## config.mk

```make
export PLATFORM = sky130hd
export DESIGN_NAME = cmv_ctrl
export DESIGN_NICKNAME = d
export VERILOG_FILES = /design/src/rtl/cmv_pkg.sv /design/src/rtl/cmv_ctrl.sv
export SDC_FILE = /design/constraint.sdc
export NUM_CORES = 1
export LEC_CHECK = 0
export BUFFER_PORTS_ARGS = -buffer_cell sky130_fd_sc_hd__buf_2
export CORE_MARGIN = 3
export CORE_UTILIZATION = 50
export CTS_BUF_LIST = sky130_fd_sc_hd__clkbuf_2
export CTS_CLUSTER_DIAMETER = 30
export DETAILED_ROUTE_END_ITERATION = 8
export GPL_TIMING_DRIVEN = 0
export PLACE_DENSITY = 0.76
export SLEW_MARGIN = 30
export SYNTH_ARGS = -nofsm -noshare
export SYNTH_HDL_FRONTEND = slang
export SYNTH_SLANG_ARGS = --single-unit
```

## constraint.sdc

```tcl
create_clock -name clk_i -period 3.4 [get_ports clk_i]
set_input_delay 0.68 -clock clk_i [delete_from_list [all_inputs] [get_ports clk_i]]
set_output_delay 0.68 -clock clk_i [all_outputs]
set_load 0.005 [all_outputs]
```

## src/rtl/cmv_pkg.sv

```systemverilog
// Shared types, constants and the CORDIC angle table for the mesh vertex unit.
`default_nettype none
package cmv_pkg;

  localparam int unsigned FieldW  = 32;
  localparam int unsigned IdxW    = 8;
  localparam int unsigned CntW    = 5;
  localparam int unsigned MulW    = 34;
  localparam int unsigned ProdW   = 2 * MulW;
  localparam int unsigned AccW    = 72;
  localparam int unsigned CordicSteps = 24;
  localparam int unsigned MulLast = 12;
  localparam int unsigned FrameWords = 12;
  localparam logic signed [MulW-1:0] CordicGain = 34'sd652032874;
  localparam logic signed [FieldW-1:0] OneQ16 = 32'sd65536;

  localparam logic       ReqLoad  = 1'b0;
  localparam logic [1:0] TgtFirst = 2'd0;
  localparam logic [1:0] TgtSecond = 2'd1;
  localparam logic [1:0] TgtThird = 2'd2;
  localparam logic [1:0] TgtFrame = 2'd3;

  typedef struct packed {
    logic                     req_type;
    logic [1:0]               load_target;
    logic [IdxW-1:0]          load_index;
    logic signed [FieldW-1:0] load_value;
    logic [IdxW-1:0]          index_i;
    logic [IdxW-1:0]          index_j;
    logic [IdxW-1:0]          index_k;
  } in_word_t;

  typedef struct packed {
    logic signed [FieldW-1:0] point_x;
    logic signed [FieldW-1:0] point_y;
    logic signed [FieldW-1:0] point_z;
  } out_word_t;

  typedef struct packed {
    logic            in_fire;
    logic            init;
    logic            rot;
    logic            mul;
    logic            out_load;
    logic [CntW-1:0] cnt;
  } cmv_cmd_t;

  typedef struct packed {
    logic cyl;
  } cmv_sts_t;

  function automatic logic [29:0] atan_turn(input logic [CntW-1:0] i);
    logic [29:0] v;
    unique case (i)
      5'd0:  v = 30'd536870912;
      5'd1:  v = 30'd316933406;
      5'd2:  v = 30'd167458907;
      5'd3:  v = 30'd85004756;
      5'd4:  v = 30'd42667331;
      5'd5:  v = 30'd21354465;
      5'd6:  v = 30'd10679838;
      5'd7:  v = 30'd5340245;
      5'd8:  v = 30'd2670163;
      5'd9:  v = 30'd1335087;
      5'd10: v = 30'd667544;
      5'd11: v = 30'd333772;
      5'd12: v = 30'd166886;
      5'd13: v = 30'd83443;
      5'd14: v = 30'd41722;
      5'd15: v = 30'd20861;
      5'd16: v = 30'd10430;
      5'd17: v = 30'd5215;
      5'd18: v = 30'd2608;
      5'd19: v = 30'd1304;
      5'd20: v = 30'd652;
      5'd21: v = 30'd326;
      5'd22: v = 30'd163;
      5'd23: v = 30'd81;
      default: v = 30'd0;
    endcase
    return v;
  endfunction

endpackage
`default_nettype wire

```

## src/rtl/cmv_ctrl.sv

```systemverilog
// Sequencer: table read, CORDIC and multiply (cylindrical mode only), then output.
`default_nettype none
module cmv_ctrl
  import cmv_pkg::*;
(
  input  wire logic     clk_i,
  input  wire logic     rst_ni,
  input  wire logic     in_valid_i,
  input  wire logic     in_req_type_i,
  output logic          in_ready_o,
  output logic          out_valid_o,
  input  wire logic     out_ready_i,
  input  wire cmv_sts_t sts_i,
  output cmv_cmd_t      cmd_o
);

  typedef enum logic [4:0] {
    StIdle = 5'b00001,
    StInit = 5'b00010,
    StRot  = 5'b00100,
    StMul  = 5'b01000,
    StDone = 5'b10000
  } state_e;

  state_e          state_q, state_d;
  logic [CntW-1:0] cnt_q, cnt_d;
  logic            ov_q, ov_d;
  logic            fire;

  assign in_ready_o  = (state_q == StIdle);
  assign out_valid_o = ov_q;
  assign fire        = in_valid_i && in_ready_o;

  always_comb begin
    state_d = state_q;
    cnt_d   = cnt_q;
    ov_d    = ov_q && !out_ready_i;
    cmd_o   = '0;
    cmd_o.in_fire = fire;
    cmd_o.cnt     = cnt_q;
    unique case (state_q)
      StIdle: begin
        if (fire && (in_req_type_i != ReqLoad)) begin
          state_d = StInit;
        end
      end
      StInit: begin
        cmd_o.init = 1'b1;
        cnt_d      = '0;
        state_d    = sts_i.cyl ? StRot : StDone;
      end
      StRot: begin
        cmd_o.rot = 1'b1;
        cnt_d     = cnt_q + 1'b1;
        if (cnt_q == CntW'(CordicSteps - 1)) begin
          cnt_d   = '0;
          state_d = StMul;
        end
      end
      StMul: begin
        cmd_o.mul = 1'b1;
        cnt_d     = cnt_q + 1'b1;
        if (cnt_q == CntW'(MulLast)) begin
          state_d = StDone;
        end
      end
      StDone: begin
        if (!ov_q || out_ready_i) begin
          cmd_o.out_load = 1'b1;
          ov_d           = 1'b1;
          state_d        = StIdle;
        end
      end
      default: state_d = StIdle;
    endcase
  end

  always_ff @(posedge clk_i or negedge rst_ni) begin
    if (!rst_ni) begin
      state_q <= StIdle;
      cnt_q   <= '0;
      ov_q    <= 1'b0;
    end else begin
      state_q <= state_d;
      cnt_q   <= cnt_d;
      ov_q    <= ov_d;
    end
  end

endmodule
`default_nettype wire

```

======== Word-level counts from Yosys, hierarchy flattened ========
Index checks and enable logic that the tools add are counted.
W data, S select, Z words.
storage, ports and cells
  memories ................................ 0
  input port bits ......................... 6
  latch bits .............................. 0
  output and inout bits ................... 12
  bits in read-only memories .............. 0
  flip-flop bits (word level) ............. 11
  bits in writable memories ............... 0
operators by class
  bitwise logic cells ..................... 0
  multipliers ............................. 0
  magnitude comparators ................... 0
  equal/unequal tests ..................... 11
  muxes and demuxes ....................... 15
  reduce and logical (&&, ||, !) cells .... 8
  div/mod/pow operators ................... 0
  $add $sub $neg .......................... 1
  shift-type cells ........................ 0
operators by type and width
  operator               number
  $mux W5                6
  $pmux W5 S5            1
  $pmux W5 S3            1
  $eq A5 B4 Y1 const B   2
  $eq A5 B5 Y1 const B   2
  $mux W1                7
  $ne A2 B2 Y1 const B   3
  $add A5 B1 Y5 const B  1
  $eq A5 B1 Y1 const B   1
  $eq A5 B2 Y1 const B   1
  $eq A5 B3 Y1 const B   1
  $reduce_and A4 Y1      1
  $logic_and A1 B1 Y1    3
  $reduce_bool A3 Y1     1
  $logic_not A1 Y1       2
  $ne A2 B1 Y1 const B   1
  $logic_or A1 B1 Y1     1

======== Depth between registers and ports, before layout ========
Gate-level depths: netlist (run 1).
  word-level depth ........................ 5
  depth in mapped cells ................... 6

======== Least setup slack after synthesis (run 1) ========
OpenSTA, ideal clock, no wires.
  kind .................................... register to output
  start ................................... register state_q[0]
  end ..................................... output port cmd_o[9] in the netlist's numbering
  path slack .............................. 1.429 ns
  cell stages (with the launch flop) ...... 5
  buffers on the path ..................... 1
  data arrival time ....................... 1.291 ns
  data required time ...................... 2.720 ns
  cell sequence ........................... dfstp_2 -> nor4b_1 -> and2b_1 -> and2_1 -> buf_4
between the ends
  cells in the longest elaborated chain, start to end .. 2
RTL lines
  element                 line            source
  from (decl)             cmv_ctrl.sv:25  state_e state_q, state_d;
  from (signal assigned)  cmv_ctrl.sv:80  state_q <= StIdle;
  from (signal assigned)  cmv_ctrl.sv:84  state_q <= state_d;
  $eq A5 B1 Y1            cmv_ctrl.sv:30  assign in_ready_o = (state_q == StIdle);
  via in_ready_o          cmv_ctrl.sv:10  output logic in_ready_o,
  $logic_and A1 B1 Y1     cmv_ctrl.sv:32  assign fire = in_valid_i && in_ready_o;
  to (decl)               cmv_ctrl.sv:14  output cmv_cmd_t cmd_o
The timed path passes the listed nets, and every way through them passes these cells.

======== Final worst setup path (run 1) ========
  start ................................... register state_q[0]
  end ..................................... output port cmd_o[9] in the netlist's numbering
between the ends
  cells in the longest elaborated chain, start to end .. 2
RTL lines
  element              line
  $eq A5 B1 Y1         cmv_ctrl.sv:30
  $logic_and A1 B1 Y1  cmv_ctrl.sv:32
Every way passes these cells.

==> impl_metrics.tcl, run 1 <==
set metrics [dict create \
    period_share 0.756 \
    htreeDepth 1 \
    cap_viol_max_count 0 \
    ys_types 35 \
    route.detailed.drc 0 \
    finalSetupTns_ps 0 \
    pwr_density_cell_mw_per_mm2 688 \
    wl_um 1490 \
    rsz0062_at_grt "false" \
    skew_ps 5.64 \
    crit_path_max_fanout 4 \
    path_clk_slew_ps 110 \
    syn_avg_cell_area_um2 9.67 \
    crit_required_ps 2720 \
    detail-route-antenna-nets 0 \
    synth-seq-cells 11 \
    worst_pin_slew_ps 572 \
    wl_per_cell_um 14.0 \
    drtPass1Iterations 4 \
    via_per_inst 5.58 \
    die_area_mm2 0.00185 \
    startpoint_type "flip-flop" \
    area_delta_synth_final_pct 17.9 \
    peakVddDrop_mv 0.416 \
    row_count 12 \
    initial_core_util 0.572 \
    run_status "completed" \
    diodes 0 \
    cts_resized 0 \
    grt_max_degree 12 \
    vias 592 \
    worstHoldPathType "input pin to asynchronous set/reset pin" \
    worstSkewPairLatency_ps 260 \
    grt_pass1_vias 559 \
    fin_ws_ps 831 \
    ios 18 \
    grt_overflow_total 0 \
    initialDrtViolationCount 10 \
    hpwl_um 1180 \
    die_h_um 43.1 \
    yosys_warnings 0 \
    antenna_found_initial 0 \
    hold_viol_final 0 \
    setup_viol 0 \
    place_congestion 0.732 \
    min_period_ps 2570 \
    dp_slack_ps 1140 \
    clock_sink_count 11 \
    hold_buffers 0 \
    rr_endpoint "state_q[4]" \
    grt_use_total 0.174 \
    syn_area_um2 687 \
    timing.rr.start "state_q[0]" \
    nets 101 \
    crit_path_end_kind "output pin" \
    yosysSeqAreaShare 0.403 \
    slew_viol_final 0 \
    cellLeakagePower_nw 0.413 \
    cts_made_buffers 3 \
    cts_root_buf "clkbuf_2" \
    postCtsSetupRepairBufs 0 \
    grt_pass1_wl_um 2420 \
    core-area_mm2 0.00120 \
    synth_cells 71 \
    die_w_um 43.1 \
    relSlewSlack 0.613 \
    worstPathArrival_ps 1890 \
    fmax_mhz 389 \
    ff2ff_setup_slack_ps 1720 \
    clockBufferDepth 2 \
    cts_tree "yes" \
    reg2reg_depth 4 \
    drive_gt1_frac 0.391 \
    syn_nets 79 \
    portBuffers 17 \
    path_class "flip-flop to output pin" \
]
-- Yosys cell counts --
library cell	number	area, µm²
ha_1	2	25.0
o31ai_2	1	12.5
nand3_1	5	25.0
o211ai_1	1	7.51
and2_2	1	7.51
xor2_1	1	8.76
a21oi_1	4	20.0
o22ai_1	2	12.5
nor4b_1	1	8.76
and3_1	1	6.26
o21a_1	1	7.51
o2111ai_2	1	15.0
nor2_1	4	15.0
dfrtp_1	10	250
inv_1	5	18.8
nor2b_2	2	17.5
and2_1	1	6.26
a21oi_2	1	8.76
nand4b_1	2	17.5
nand2_1	8	30.0
o2111ai_1	1	8.76
or2_2	1	6.26
inv_2	1	3.75
o21ai_0	1	5.00
dfstp_2	1	26.3
and2b_1	2	15.0
and2_4	1	8.76
o21ai_1	1	5.00
nor3b_1	1	7.51
buf_4	2	15.0
nand2b_1	1	6.26
o311ai_4	1	26.3
nor3_2	1	10.0
o211ai_2	1	12.5
mux2i_1	1	10.0
-- power breakdown --
part	internal [mW]	switching [mW]	leakage, nW
logic	0.125	0.144	0.250
registers	0.168	0.0451	0.147
clock network	0.0312	0.0435	0.0166
-- layer usage --
layer	GRT usage	wire length, µm	up-vias	share of wire
li1	-	-	297	-
met1	0.224	692	273	0.46
met2	0.287	715	18	0.48
met3	0.0254	63	4	0.042
met4	0.0723	18	0	0.012
met5	0	0	-	0
-- placed cells by master (no fill, tap or decap), types with 4 or more instances in the layout --
cell type and instances:
a21oi_1 4, inv_1 5, nand3_1 5, clkbuf_2 4, dfrtp_1 10, nor2_1 4
buf_2 17, nand2_1 8
-- cell families after synthesis --
logic type      synth area share
mux                       0.0146
compound gates             0.206
flops                      0.403
simple gates               0.273
xor+xnor                  0.0128
fa+ha+maj                 0.0364
buf+inv                   0.0546
-- area by class of cell --
cell class | instances | area [µm²]
buffer | 2 | 15.0
sequential | 11 | 277
multi-input combinational | 52 | 373
clock buffer | 4 | 20.0
tap | 14 | 17.5
timing repair buffer | 17 | 85.1
inverter | 6 | 22.5
fill | 110 | 392
-- per-stage QoR --
step                       util  instances  hold slack, ps  instance area (µm²)  power (mW)
after floorplan               -         71             384                  687       0.403
after global placement    0.657        102             556                  790       0.475
after detailed placement  0.657        102             560                  790       0.485
after CTS                 0.674        106             264                  810       0.560
after global routing      0.674        106             265                  810       0.601
final                     0.674        106             261                  810       0.557
-- worst max path at each step --
stage	cells after the start	start	end	slack (ps)
after floorplan	4	state_q[0]	cmd_o[9]	1430
after global routing	5	state_q[0]	cmd_o[9]	720
after CTS	5	state_q[0]	cmd_o[9]	850
after detailed placement	5	state_q[0]	cmd_o[9]	1140
final	5	state_q[0]	cmd_o[9]	830
after global placement	5	state_q[0]	cmd_o[9]	1160
-- flip-flops by register name (all words and copies together) (netlist names) --
| register | count |
|---|---|
| out_valid_o | 1 |
| cnt_q | 5 |
| state_q | 5 |
-- worst max-delay path: stages, from the launching register on --
cell	delay (ps)
dfstp_2	580
nor4b_1	490
and2b_1	240
and2_1	130
buf_4	90
buf_2	90
No activity file was read; power rests on OpenSTA's default activity.
==> run 2, diff against run 1 <==
- CORE_UTILIZATION: 50 -> 48
- PLACE_DENSITY: 0.76 -> 0.77
- clock period: 3.4 -> 2.3 ns (I/O delays scaled with it)
==> run 2 against run 1 <==
Effect of this change: clock-buffer cell count unchanged; register-to-register slack worse by 900 ps; flip-flop and latch count did not move; highest routed layer unchanged.
==> impl_metrics.tcl, run 2 (synthesized netlist as in run 1, its figures left out) <==
set metrics [dict create \
    crit_path_max_fanout 4 \
    drtPass1Iterations 4 \
    portBuffers 17 \
    diodes 0 \
    grt_pass1_wl_um 2190 \
    grt_max_degree 12 \
    reg2reg_depth 4 \
    critPathSlowestCell "dfstp_2" \
    rsz0062_at_grt "false" \
    htreeDepth 1 \
    clock_sink_count 11 \
    nets 101 \
    hpwl_um 1050 \
    setup_viol 0 \
    wl_um 1320 \
    hold_buffers 0 \
    pwr_density_cell_mw_per_mm2 1010 \
    finalSetupTns_ps 0 \
    place_congestion 0.722 \
    grt_pass1_vias 471 \
    detail-route-antenna-nets 0 \
    timing.rr.start "state_q[1]" \
    ff2ff_setup_slack_ps 820 \
    peakVddDrop_mv 0.550 \
    crit_required_ps 1840 \
    die_w_um 43.8 \
    startpoint "state_q[0]" \
    place_inst 103 \
    antenna_found_initial 0 \
    die_h_um 43.8 \
    row_count 13 \
    final_area_um2 817 \
    wl_per_cell_um 12.4 \
    power_mw 0.822 \
    cts_tree "yes" \
    fin_cells 107 \
    ios 18 \
    min_period_ps 2110 \
    route.detailed.drc 0 \
    mostFrequentLayoutCells "buf_2 (17), dfrtp_1 (10), nand2_1 (8), inv_1 (5), nand3_1 (5)" \
    area_delta_synth_final_pct 18.9 \
    startpoint_type "flip-flop" \
    cts_root_buf "clkbuf_2" \
    vias 574 \
    period_share 0.918 \
    run_status "completed" \
    cts_made_buffers 3 \
    rr_endpoint "state_q[4]" \
    worstSkewPairLatency_ps 270 \
    placed_cell_area_um2 791 \
    initial_core_util 0.521 \
    path_class "flip-flop to output pin" \
    worst_pin_slew_ps 357 \
    cts_resized 0 \
    postCtsSetupRepairBufs 0 \
    grt_overflow_total 0 \
    skew_ps 6.29 \
    worstHoldPathType "input pin to asynchronous set/reset pin" \
    path_clk_slew_ps 110 \
    clockBufferDepth 2 \
    critPathMaxStageDelay_ps 580 \
    die_area_mm2 0.00192 \
    cap_viol_max_count 0 \
    via_per_inst 5.36 \
    core-area_mm2 0.00132 \
    cp_cell_sequence "nor4b_2, and2b_1, and2_1, buf_4, buf_2" \
    relSlewSlack 0.761 \
    grt_use_total 0.152 \
    initialDrtViolationCount 9 \
    hold_viol_final 0 \
    crit_path_end_kind "output pin" \
    final_common_cell "buf_2" \
    fin_ws_ps 189 \
    cellLeakagePower_nw 0.416 \
    worstPathArrival_ps 1650 \
    fmax_mhz 474 \
    slew_viol_final 0 \
    drive_gt1_frac 0.402 \
    cp-endpoint "cmd_o[9]" \
    dp_slack_ps 329 \
]
[run 2: area by class of cell]
cell class | count | area (µm²)
fillers | 111 | 500
multi-input cells | 52 | 379
flip-flops and latches | 11 | 277
repair buffers | 17 | 85.1
inverters | 6 | 22.5
clock buffers | 4 | 20.0
well taps | 15 | 18.8
plain buffers | 2 | 15.0
[run 2: layer usage]
metal / global-route usage / vias to the layer above / wire, µm
met5: 0 / - / 0
met1: 0.240 / 268 / 678
li1: - / 291 / -
met3: 0.0249 / 2 / 65
met2: 0.195 / 13 / 557
met4: 0.0723 / 0 / 21
[run 2: how the worst min path moves through the flow]
stage	depth (start not counted)	endpoint	slack (ps)	from
after CTS	1	state_q[4]	40	rst_ni
after detailed placement	1	state_q[4]	340	rst_ni
after global routing	1	out_valid_o	40	rst_ni
after global placement	1	state_q[4]	340	rst_ni
final	1	state_q[4]	30	rst_ni
after floorplan	0	cnt_q[0]	160	rst_ni
[run 2: through the flow]
step | util | hold WS (ps)
6_report | 0.620 | 35.0
5_1_grt | 0.620 | 38.3
4_1_cts | 0.615 | 41.4
3_5_place_dp | 0.600 | 344
3_3_place_gp | 0.600 | 343
2_1_floorplan | - | 164
[run 2: power by group]
part           leakage, nW  total, mW  internal, mW  switching [mW]
Sequential           0.147      0.312         0.249          0.0636
Combinational        0.252      0.395         0.190           0.204
Clock               0.0166      0.115        0.0461          0.0684
Total                0.416      0.822         0.485           0.337
[run 2: worst max-delay path, delay by kind of cell, from the launching register on]
kind	cells	cell delay, ps
buffers and inverters	2	180
DFF	1	580
and+or+nand+nor	3	620
